<file path="src/hw/rtl/lcm_pkg.sv">
package lcm_pkg;

  localparam int DimW    = 9;
  localparam int CoordW  = 8;
  localparam int KindW   = 2;
  localparam int CountW  = 7;
  localparam int CellW   = 8;
  localparam int CfgIdxW = 2;
  localparam int PcW     = 4;

  localparam logic [KindW-1:0] KIND_QUERY = 2'd0;
  localparam logic [KindW-1:0] KIND_SET   = 2'd1;
  localparam logic [KindW-1:0] KIND_CLEAR = 2'd2;

  localparam logic [CfgIdxW-1:0] CFG_GRID_WIDTH  = 2'd0;
  localparam logic [CfgIdxW-1:0] CFG_GRID_HEIGHT = 2'd1;

  localparam logic [CellW-1:0] LIVE_BIT   = 8'h01;
  localparam logic [CellW-1:0] COUNT_STEP = 8'h02;

  localparam logic [DimW-1:0] DIM_RESET = 9'd256;

  localparam logic [PcW-1:0] PC_START = 4'd0;
  localparam logic [PcW-1:0] PC_OUT   = 4'd9;
  localparam logic [PcW-1:0] PC_BAD   = 4'd10;

  typedef enum logic [1:0] {
    ACT_LIVE,
    ACT_BUMP,
    ACT_OUT,
    ACT_BAD
  } act_e;

  typedef enum logic [1:0] {
    ROW_UP,
    ROW_MID,
    ROW_DOWN
  } row_e;

  typedef enum logic [1:0] {
    COL_LEFT,
    COL_MID,
    COL_RIGHT
  } col_e;

  typedef enum logic {
    JMP_NONE,
    JMP_DISPATCH
  } jmp_e;

  typedef struct packed {
    act_e act;
    row_e row;
    col_e col;
    jmp_e jmp;
    logic last;
  } ucode_t;

  typedef struct packed {
    logic vld;
    act_e act;
    row_e row;
    col_e col;
    logic up;
  } issue_t;

  typedef struct packed {
    logic clr_busy;
    logic res_pend;
  } dp_status_t;

  typedef struct packed {
    logic              vld;
    logic              alive;
    logic [CountW-1:0] count;
    logic              bad;
  } result_t;

  // microprogram: center flag, eight neighbor bumps, center readout or out-of-grid result
  function automatic ucode_t fetch(input logic [PcW-1:0] pc);
    ucode_t uc;
    unique case (pc)
      PC_START: uc = '{ACT_LIVE, ROW_MID,  COL_MID,   JMP_DISPATCH, 1'b0};
      4'd1:     uc = '{ACT_BUMP, ROW_UP,   COL_LEFT,  JMP_NONE,     1'b0};
      4'd2:     uc = '{ACT_BUMP, ROW_UP,   COL_MID,   JMP_NONE,     1'b0};
      4'd3:     uc = '{ACT_BUMP, ROW_UP,   COL_RIGHT, JMP_NONE,     1'b0};
      4'd4:     uc = '{ACT_BUMP, ROW_MID,  COL_LEFT,  JMP_NONE,     1'b0};
      4'd5:     uc = '{ACT_BUMP, ROW_MID,  COL_RIGHT, JMP_NONE,     1'b0};
      4'd6:     uc = '{ACT_BUMP, ROW_DOWN, COL_LEFT,  JMP_NONE,     1'b0};
      4'd7:     uc = '{ACT_BUMP, ROW_DOWN, COL_MID,   JMP_NONE,     1'b0};
      4'd8:     uc = '{ACT_BUMP, ROW_DOWN, COL_RIGHT, JMP_NONE,     1'b0};
      PC_OUT:   uc = '{ACT_OUT,  ROW_MID,  COL_MID,   JMP_NONE,     1'b1};
      PC_BAD:   uc = '{ACT_BAD,  ROW_MID,  COL_MID,   JMP_NONE,     1'b1};
      default:  uc = '{ACT_BAD,  ROW_MID,  COL_MID,   JMP_NONE,     1'b1};
    endcase
    return uc;
  endfunction

endpackage

</file>
<file path="src/hw/rtl/lcm_seq.sv">
module lcm_seq (
  input  logic            clk_i,
  input  logic            rst_ni,
  input  logic            start_i,
  input  logic            query_i,
  input  logic            bad_i,
  input  logic            up_i,
  input  logic            blocked_i,
  output logic            busy_o,
  output lcm_pkg::issue_t issue_o
);

  localparam int PcW = lcm_pkg::PcW;

  logic                busy_q, busy_d;
  logic [PcW-1:0]      pc_q, pc_d;
  lcm_pkg::ucode_t     uc;
  logic                hold;
  logic                taken;

  always_ff @(posedge clk_i or negedge rst_ni) begin
    if (!rst_ni) begin
      busy_q <= 1'b0;
      pc_q   <= lcm_pkg::PC_START;
    end else begin
      busy_q <= busy_d;
      pc_q   <= pc_d;
    end
  end

  always_comb begin
    uc    = lcm_pkg::fetch(pc_q);
    // result steps wait until the output slot is free
    hold  = ((uc.act == lcm_pkg::ACT_OUT) || (uc.act == lcm_pkg::ACT_BAD)) && blocked_i;
    taken = (uc.jmp == lcm_pkg::JMP_DISPATCH) && (bad_i || query_i);
    busy_d = busy_q;
    pc_d   = pc_q;
    issue_o = '{vld: 1'b0, act: uc.act, row: uc.row, col: uc.col, up: up_i};
    if (!busy_q) begin
      if (start_i) begin
        busy_d = 1'b1;
        pc_d   = lcm_pkg::PC_START;
      end
    end else if (hold) begin
      pc_d = pc_q;
    end else if (taken) begin
      pc_d = bad_i ? lcm_pkg::PC_BAD : lcm_pkg::PC_OUT;
    end else begin
      issue_o.vld = 1'b1;
      if (uc.last) begin
        busy_d = 1'b0;
      end else begin
        pc_d = pc_q + 1'b1;
      end
    end
  end

  assign busy_o = busy_q;

endmodule

</file>
<file path="config.mk">
export PLATFORM = sky130hd
export DESIGN_NAME = lcm_seq
export DESIGN_NICKNAME = d
export VERILOG_FILES = /design/src/hw/rtl/lcm_pkg.sv /design/src/hw/rtl/lcm_seq.sv
export SDC_FILE = /design/constraint.sdc
export NUM_CORES = 1
export LEC_CHECK = 0
export BUFFER_PORTS_ARGS = -buffer_cell sky130_fd_sc_hd__buf_2
export CAP_MARGIN = 0
export CORE_AREA = 2 2 39 41
export CTS_BUF_LIST = sky130_fd_sc_hd__clkbuf_2 sky130_fd_sc_hd__clkbuf_4 sky130_fd_sc_hd__clkbuf_8
export DETAILED_ROUTE_END_ITERATION = 10
export DIE_AREA = 0 0 41 43
export GPL_ROUTABILITY_DRIVEN = 0
export PLACE_DENSITY = 0.63
export SYNTH_ARGS = -nofsm -noshare
export SYNTH_HDL_FRONTEND = slang
export SYNTH_SLANG_ARGS = --single-unit
</file>
<file path="constraint.sdc">
create_clock -name clk_i -period 1.6 [get_ports clk_i]
set_input_delay 0.32 -clock clk_i [delete_from_list [all_inputs] [get_ports clk_i]]
set_output_delay 0.32 -clock clk_i [all_outputs]
set_load 0.01 [all_outputs]
</file>
==> impl_metrics.yaml, run 1 <==
outcome:
  outcome: "complete, but fails checks"
  violations: "setup timing"
layout:
  drive_above_1_share: 0.571
  final_nets: 89
  fillCellCount: 125
  final_util: 0.523
  diodes: 0
  fin_area_sq_um: 723
  syn2layout_area_growth_pct: 47.8
  multiInputGateArea_sq_um: 350
  stdcell_count: 93
  seq_area_sq_um: 126
  layout_common_cells: "12 x buf_4, 11 x buf_2, 4 x dfrtp_1, 4 x clkbuf_4"
  layout.cells.most_common: "buf_4"
hold_path:
  worstHoldPathType: "in2reg"
  min_from: "blocked_i"
synth:
  netlist_area_sq_um: 489
  ys_async_sr_fraction: 1.00
  ys_types: 31
  synth-compound-area-share: 0.312
  yosys_most_used_dff: "dfrtp_1"
  synth_fa_ha_area_frac: 0.102
  synthMuxAreaShare: 0.0205
  synth_top_family_by_area: "compound AO/OA/AOI/OAI gates"
  synth-simple-area-share: 0.171
  synth_edf_count: 0
  ys_warn_count: 0
  synth_nets: 62
  synth_cells: 51
  yosysSeqAreaShare: 0.256
  syn_area_per_cell_sq_um: 9.59
  ys_ff_latch: 5
  synthXorXnorAreaFrac: 0.0179
place:
  place_inst: 84
  io_buffers: 13
  place_area_sq_um: 624
  hpwl_um: 865
power:
  power.density_nw_per_um2: 2450
  clkPwrFrac: 0.092
  comb_power_share: 0.738
  intPower_mw: 1.02
  pwr-share-seq: 0.170
  switchingPower_mw: 0.755
  ir_drop_v: 0.000945
  p_leak_nw: 0.345
  sw_frac_of_total: 0.426
timing:
  worst_slew_pin_slew_ps: 322
  maxSlewHeadroom: 0.785
  finalCriticalPeriod_ps: 1770
  holdWs_ps: 371
  setup_viol: 7
  slew_violations: 0
  finalSetupTns_ps: -793
  finalCritPeriodShare: 1.10
  fin_skew_ps: 1.86
  fin_ws_ps: -167
  final_hold_viol_count: 0
  grt_setup_unrepaired: "yes"
  fmax_mhz: 566
global_routing:
  antenna_found_initial: 0
  grt_overflow: 0
  grt_pass1_wl_um: 1930
  grt_usage: 0.161
  grt_pass1_vias: 439
  grt_max_degree: 17
clocking:
  clk_latency_ps: 240
  numCtsBuffers: 3
  clock_path_buffers: 2
  cts_tree: "done"
  cts_sinks: 5
  h-tree-depth: 1
  path_clk_slew_ps: 40
  root_buffer: "clkbuf_4"
floorplanning:
  start_util: 0.354
  num_io_pins: 16
  std_cell_rows: 14
  fp.dieH_um: 43
  fp.dieW_um: 41
  die_area_sq_um: 1760
  core-area_sq_um: 1380
routing:
  drc_errors: 0
  drtIter0Drc: 9
  viasPerCell: 5.17
  vias: 481
  drtAntennaViolNets: 0
  drt-pass1-iter-count: 4
  wirelength_um: 1150
  wl_per_cell_um: 12.4
critical_path:
  cp.required_ps: 1280
  r2r-start: "pc_q[0]$_DFFE_PN0P_"
  startpoint: "pc_q[0]$_DFFE_PN0P_"
  arrival_ps: 1450
  critPathKind: "reg2out"
  end_kind: "output port"
  slowest_stage: "dfrtp_1"
  worstPathMaxFanout: 4
  crit_chain: "inv_2, ha_4, nand2b_4, and2_4, a211oi_4, buf_2"
  slowest_delay_ps: 390
  cp-start-kind: "flop"
job:
  cap_violations: 0
## synthesized netlist by cell type, types with 2 or more instances
cell type / number / area [sq um]
nor2_1: 2 / 7.51
o22ai_1: 2 / 12.5
inv_1: 5 / 18.8
nand2_1: 2 / 7.51
a31oi_1: 2 / 12.5
ha_1: 4 / 50.1
o22a_1: 2 / 17.5
o21ai_0: 4 / 20.0
buf_4: 2 / 15.0
dfrtp_1: 5 / 125
## worst paths after layout
| path | endpoint | slack [ps] | depth (start not counted) |
|---|---|---|---|
| min | busy_o$_DFF_PN0_ | 370 | 3 |
| max in group asynchronous | pc_q[3]$_DFFE_PN0P_ | 1020 | 2 |
| max reg2reg | pc_q[3]$_DFFE_PN0P_ | 200 | 6 |
| min reg2reg | busy_o$_DFF_PN0_ | 570 | 1 |
| max | issue_o[7] | -170 | 6 |
| min in group asynchronous | pc_q[2]$_DFFE_PN0P_ | 430 | 2 |
## worst max-delay path: cells and delay by family (launching register included)
family	cells	cell delay (ps)
flops	1	390
simple gates	2	240
compound gates	1	180
buf+inv	2	250
fa+ha+maj	1	150
## per-layer routing
metal | up-vias | wire (um) | GRT usage
met5 | - | 0 | 0
met4 | 0 | 0 | 0.0400
met3 | 0 | 42 | 0.0471
met2 | 8 | 591 | 0.241
met1 | 232 | 515 | 0.221
li1 | 241 | - | -
## state kept, by name (all words and copies together) (netlist names)
register  flops
pc_q          4
busy_o        1
## kinds of logic (layout without fill, tap and decap cells)
family / after synthesis / in the layout
AO/OA/AOI/OAI: 19 / 19
AND/OR/NAND/NOR: 12 / 12
flip-flops: 5 / 5
adder cells (fa/ha/maj): 4 / 4
XOR/XNOR: 1 / 1
multiplexers: 1 / 1
buffers and inverters: 9 / 35
## power by group through the flow
stage	clock network [mW]	logic [mW]	registers, mW
finish	0.163	1.31	0.301
global route	0.183	1.44	0.315
CTS	0.170	1.30	0.292
detailed placement	0	1.12	0.281
global placement	0	1.10	0.283
floorplan	0	0.828	0.244
## cell type report
class / instances / share of cell area
Multi-Input combinational cell: 37 / 0.484
Timing Repair Buffer: 26 / 0.246
Sequential cell: 5 / 0.175
Clock buffer: 4 / 0.0415
Tap cell: 16 / 0.0277
Inverter: 5 / 0.0260
## stage by stage
stage	power (mW)	setup slack, ps
after floorplan	1.07	6.36
after global placement	1.39	28.7
after detailed placement	1.40	2.31
after CTS	1.76	-157
after global routing	1.93	-226
final	1.77	-167
## what timing repair did
action / CTS / global route
endpoints found under the setup margin: 7 / 7
pin swaps: 4 / 2
gates resized for setup: 12 / 1
endpoints found under the hold margin: 5 / 0
hold buffers: 1 / 0
setup buffers: 4 / 0
(Power assumes the default switching activity.)
==> run 2: changes to the inputs <==
Settings changed: PLACE_DENSITY 0.63 to 0.6.
==> run 2 against run 1 <==
The flow still finishes with violations (setup timing). Core utilization is 4.7 points higher. Non-clock buffer count is 5 higher. Global-route usage grew 3.6 points.
==> impl_metrics.yaml, run 2 (synthesized netlist as in run 1, its figures left out) <==
timing:
  worst_slew_pin_slew_ps: 313
  grt_setup_unrepaired: "yes"
  maxSlewHeadroom: 0.790
  finalCriticalPeriod_ps: 1740
  fmax_mhz: 574
  finalCritPeriodShare: 1.09
  finalSetupTns_ps: -468
  slew_violations: 0
  setup_viol: 6
  fin_ws_ps: -143
  fin_skew_ps: 2.10
  final_hold_viol_count: 0
global_routing:
  antenna_found_initial: 0
  grt_overflow: 0
  grt_pass1_wl_um: 2370
  grt_usage: 0.197
  grt_pass1_vias: 526
  grt_max_degree: 13
clocking:
  clock_path_buffers: 2
  root_buffer: "clkbuf_4"
  cts_sinks: 5
  numCtsBuffers: 3
  h-tree-depth: 1
  clk_latency_ps: 240
  path_clk_slew_ps: 50
  cts_tree: "done"
power:
  ir_drop_v: 0.00119
  power_mw: 1.95
  power.density_nw_per_um2: 2470
  p_leak_nw: 0.370
layout:
  drive_above_1_share: 0.598
  fillCellCount: 129
  final_nets: 94
  layout_common_cells: "15 x buf_4, 11 x buf_2, 5 x dfrtp_1"
  largest_reg_flops: 4
  layout.cells.most_common: "buf_4"
  largest-register: "pc_q"
  syn2layout_area_growth_pct: 61.1
  diodes: 0
critical_path:
  cp-start-kind: "flop"
  path_delay_family: "flip-flops"
  crit_chain: "inv_2, ha_4, nand2b_4, and2_4, a211oi_4, buf_2"
  critPathKind: "reg2out"
  cp.required_ps: 1280
  slowest_delay_ps: 390
  end_kind: "output port"
  cp.buffers_inverters: 2
  arrival_ps: 1420
  slowest_stage: "dfrtp_1"
  worstPathMaxFanout: 3
place:
  io_buffers: 13
  post-place-ws_ps: 17.4
  hpwl_um: 900
outcome:
  outcome: "complete, but fails checks"
  violations: "setup timing"
floorplanning:
  core-area_sq_um: 1380
  num_io_pins: 16
  std_cell_rows: 14
  fp.dieW_um: 41
  die_area_sq_um: 1760
  fp.dieH_um: 43
  start_util: 0.354
routing:
  drt-pass1-iter-count: 3
  drc_errors: 0
  vias: 521
  drtIter0Drc: 11
  wl_per_cell_um: 13.9
  wirelength_um: 1370
  drtAntennaViolNets: 0
  viasPerCell: 5.32
hold_path:
  worstHoldPathType: "in2reg"
job:
  cap_violations: 0
## run 2: cell count changes in the layout (fill, tap and decap cells not counted), sizes merged
cell / before / now
buf: 25 / 30
## run 2: cell type report
class	instances	area, sq um	share of cell area
timing repair buffer	31	223	0.283
sequential	5	125	0.159
tap	16	20.0	0.0254
multi-input combinational	37	369	0.468
inverter	5	21.3	0.0270
clock buffer	4	30.0	0.0381
## run 2: tightest hold or removal path: cells and delay by family
family,cells,cell delay (ps)
buffers and inverters,2,170
AOI/OAI and AO/OA,1,80
## run 2: metrics by stage
stage / cell area (sq um) / std cells / utilization / hold slack (ps)
2_1_floorplan: 519 / 51 / - / 24.4
3_3_place_gp: 639 / 86 / 0.462 / 145
3_5_place_dp: 639 / 86 / 0.462 / 146
4_1_cts: 771 / 97 / 0.557 / 381
5_1_grt: 788 / 98 / 0.570 / 392
6_report: 788 / 98 / 0.570 / 381
## run 2: routing by layer
layer	GRT usage	up-vias	share of wire
met5	0	-	0
met4	0.107	0	0.012
met3	0.0209	2	0.027
met2	0.316	11	0.53
met1	0.243	256	0.43
li1	-	252	-
## run 2: power by group
| part | switching [mW] | internal [mW] | leakage [nW] |
|---|---|---|---|
| Sequential | 0.0555 | 0.190 | 0.0596 |
| Combinational | 0.710 | 0.828 | 0.292 |
| Clock | 0.0559 | 0.111 | 0.0184 |
## run 2: final timing paths
check,start,end,slack [ps],cells past startpoint
max,pc_q[0]$_DFFE_PN0P_,issue_o[7],-140,6
max reg2reg,pc_q[0]$_DFFE_PN0P_,pc_q[2]$_DFFE_PN0P_,120,7
min in group asynchronous,rst_ni,pc_q[2]$_DFFE_PN0P_,470,2
min,blocked_i,busy_o$_DFF_PN0_,380,3
min reg2reg,busy_o$_DFF_PN0_,busy_o$_DFF_PN0_,590,1
max in group asynchronous,rst_ni,busy_o$_DFF_PN0_,990,2
## run 2: repair_timing
action                                  4_1_cts  5_1_grt
pin swaps                                     4        4
hold buffers                                  1        0
setup buffers                                 6        1
gates resized for setup                      14        2
endpoints found under the setup margin        7        7
hold endpoints to repair                      5        0
==> run 3: changes to the inputs <==
Settings changed: ABC_AREA from default to 1, PLACE_DENSITY 0.6 to 0.61.
==> run 3 against run 2 <==
The run still ends with setup timing left. Highest routed layer unchanged. Sequential power grew 29%. First-iteration DRC count decreased by 9.1%. Synthesized cell count rose by 33%. Critical path depth rose by 6. Die area unchanged.
==> impl_metrics.yaml, run 3 <==
clocking:
  clock_path_buffers: 2
  numCtsBuffers: 3
  h-tree-depth: 1
  path_clk_slew_ps: 50
  root_buffer: "clkbuf_4"
  cts_tree: "done"
  clk_latency_ps: 240
  cts_sinks: 5
critical_path:
  reg2reg_slack_ps: -150
  r2r-start: "pc_q[1]$_DFFE_PN0P_"
  critPathKind: "reg2reg"
  reg2reg_depth: 12
  cp-start-kind: "flop"
  arrival_ps: 1930
  end_kind: "flop"
  worstPathMaxFanout: 3
  cp.required_ps: 1780
  r2r_end: "pc_q[2]$_DFFE_PN0P_"
timing:
  finalCriticalPeriod_ps: 1750
  final_hold_viol_count: 0
  grt_setup_unrepaired: "yes"
  slew_violations: 0
  finalCritPeriodShare: 1.09
  holdWs_ps: 312
  fin_ws_ps: -148
  fmax_mhz: 572
  worst_slew_pin_slew_ps: 233
  fin_skew_ps: 4.45
  maxSlewHeadroom: 0.845
  setup_viol: 7
power:
  sw_frac_of_total: 0.481
  comb_power_share: 0.746
  ir_drop_v: 0.00110
  switchingPower_mw: 0.906
  intPower_mw: 0.977
  power.density_nw_per_um2: 2360
  clkPwrFrac: 0.086
  pwr-share-seq: 0.167
  power_mw: 1.88
  p_leak_nw: 0.429
synth:
  synth_top_area_frac: 0.254
  syn_area_per_cell_sq_um: 7.23
  yosys_most_used_dff: "dfrtp_1"
  post-synth-top-count-cell: "nand2_1"
  synth_area_leaders: "dfrtp_1 25%, nand2_1 17%, ha_1 10%, inv_1 6.1%, nand3_1 5.1%"
  yosysSeqAreaShare: 0.254
  ys_ff_latch: 5
  synth_nets: 79
  ys_types: 21
  netlist_area_sq_um: 492
  ys_async_sr_fraction: 1.00
  netlist_top_cells_count: "22 x nand2_1, 8 x inv_1, 6 x nor2_1, 5 x dfrtp_1, 5 x nand3_1"
  synth_edf_count: 0
  synth_cells: 68
  synth_area_leader_cell: "dfrtp_1"
  ys_warn_count: 0
floorplanning:
  core-area_sq_um: 1380
  num_io_pins: 16
  die_area_sq_um: 1760
  std_cell_rows: 14
  start_util: 0.355
  fp.dieW_um: 41
  fp.dieH_um: 43
global_routing:
  grt_pass1_wl_um: 2150
  grt_pass1_vias: 540
  busiest_layer: "met2"
  met1_usage: 0.169
  grt_usage: 0.182
  grtUsageMet3: 0.0785
  antenna_found_initial: 0
  use_met2: 0.300
  grt_overflow: 0
  grt_max_degree: 11
routing:
  vias: 576
  drt-pass1-iter-count: 4
  drtIter0Drc: 10
  drc_errors: 0
  wl_per_cell_um: 12.6
  wirelength_um: 1470
  drtAntennaViolNets: 0
  viasPerCell: 4.92
hold_path:
  holdPathStages: 3
  holdPathEnd: "busy_o$_DFF_PN0_"
  worstHoldPathType: "in2reg"
  min_from: "blocked_i"
layout:
  largest-register: "pc_q"
  seq_area_sq_um: 128
  final_nets: 113
  multiInputGateArea_sq_um: 358
  fillCellCount: 127
  layout_common_cells: "20 x nand2_1, 16 x buf_4, 13 x buf_2"
  largest_reg_flops: 4
  diodes: 0
  layout.cells.most_common: "nand2_1"
  syn2layout_area_growth_pct: 62.3
  drive_above_1_share: 0.584
place:
  post-place-ws_ps: -18.8
  io_buffers: 13
  hpwl_um: 750
outcome:
  violations: "setup timing"
  outcome: "complete, but fails checks"
job:
  cap_violations: 0
-- run 3: changes by cell type in the layout (fill, tap and decap cells not counted), sizes merged, moves of 2 or more --
cell	previous run	this run
o21ai	4	1
o22a	2	0
inv	5	10
o22ai	3	0
a21oi	1	3
nand2	2	24
nor2	2	8
nand3	0	6
-- run 3: power groups by stage --
stage | Combinational (mW) | Sequential (mW) | Clock (mW)
floorplan | 0.752 | 0.258 | 0
global placement | 0.924 | 0.313 | 0
detailed placement | 0.930 | 0.313 | 0
CTS | 1.22 | 0.315 | 0.167
global route | 1.53 | 0.326 | 0.184
finish | 1.41 | 0.315 | 0.163
-- run 3: area by class of cell --
| type | instances | share of cell area |
|---|---|---|
| clock buffer | 4 | 0.0376 |
| inverter | 10 | 0.0564 |
| multi-input combinational | 50 | 0.448 |
| sequential | 5 | 0.160 |
| tap | 16 | 0.0251 |
| timing repair buffer | 32 | 0.273 |
-- run 3: how the worst max path moves through the flow --
stage	start	endpoint
after floorplan	pc_q[0]$_DFFE_PN0P_	issue_o[3]
after global placement	pc_q[0]$_DFFE_PN0P_	issue_o[3]
after detailed placement	pc_q[0]$_DFFE_PN0P_	issue_o[3]
after CTS	pc_q[0]$_DFFE_PN0P_	issue_o[2]
after global routing	pc_q[1]$_DFFE_PN0P_	issue_o[1]
final	pc_q[1]$_DFFE_PN0P_	pc_q[2]$_DFFE_PN0P_
-- run 3: kinds of logic after synthesis --
group / share of synthesized area
flip-flops: 0.254
buffers and inverters: 0.158
adder cells (fa/ha/maj): 0.102
AND/OR/NAND/NOR: 0.379
AO/OA/AOI/OAI: 0.107
-- run 3: timing repair --
action                                 4_1_cts  5_1_grt
setup endpoints to repair                    7        8
hold buffers                                 1        0
gates resized for setup                     15        8
setup buffers                               13        3
pin swaps                                    9        4
endpoints found under the hold margin        5        0
-- run 3: layer usage --
metal / wire, um / vias to the layer above
li1: - / 277
met1: 522 / 273
met2: 836 / 20
met3: 56 / 6
met4: 57 / 0
met5: 0 / -
-- run 3: through the flow --
step / cell area (sq um) / utilization / setup TNS (ps) / instances
finish: 798 / 0.577 / -669 / 117
global route: 798 / 0.577 / -1170 / 117
CTS: 748 / 0.541 / -602 / 114
detailed placement: 559 / 0.404 / -18.8 / 96
global placement: 559 / 0.404 / -9.06 / 96
floorplan: 492 / - / 0 / 68
-- run 3: worst max-delay path: stages, from the launching register on --
cell and delay [ps]:
dfrtp_1 410, buf_4 160, ha_4 160, nand2_2 70, inv_2 50, buf_4 120
buf_4 130, buf_4 120, buf_4 120, buf_4 120, nor2_2 90, nand3_1 90
nand2_1 60
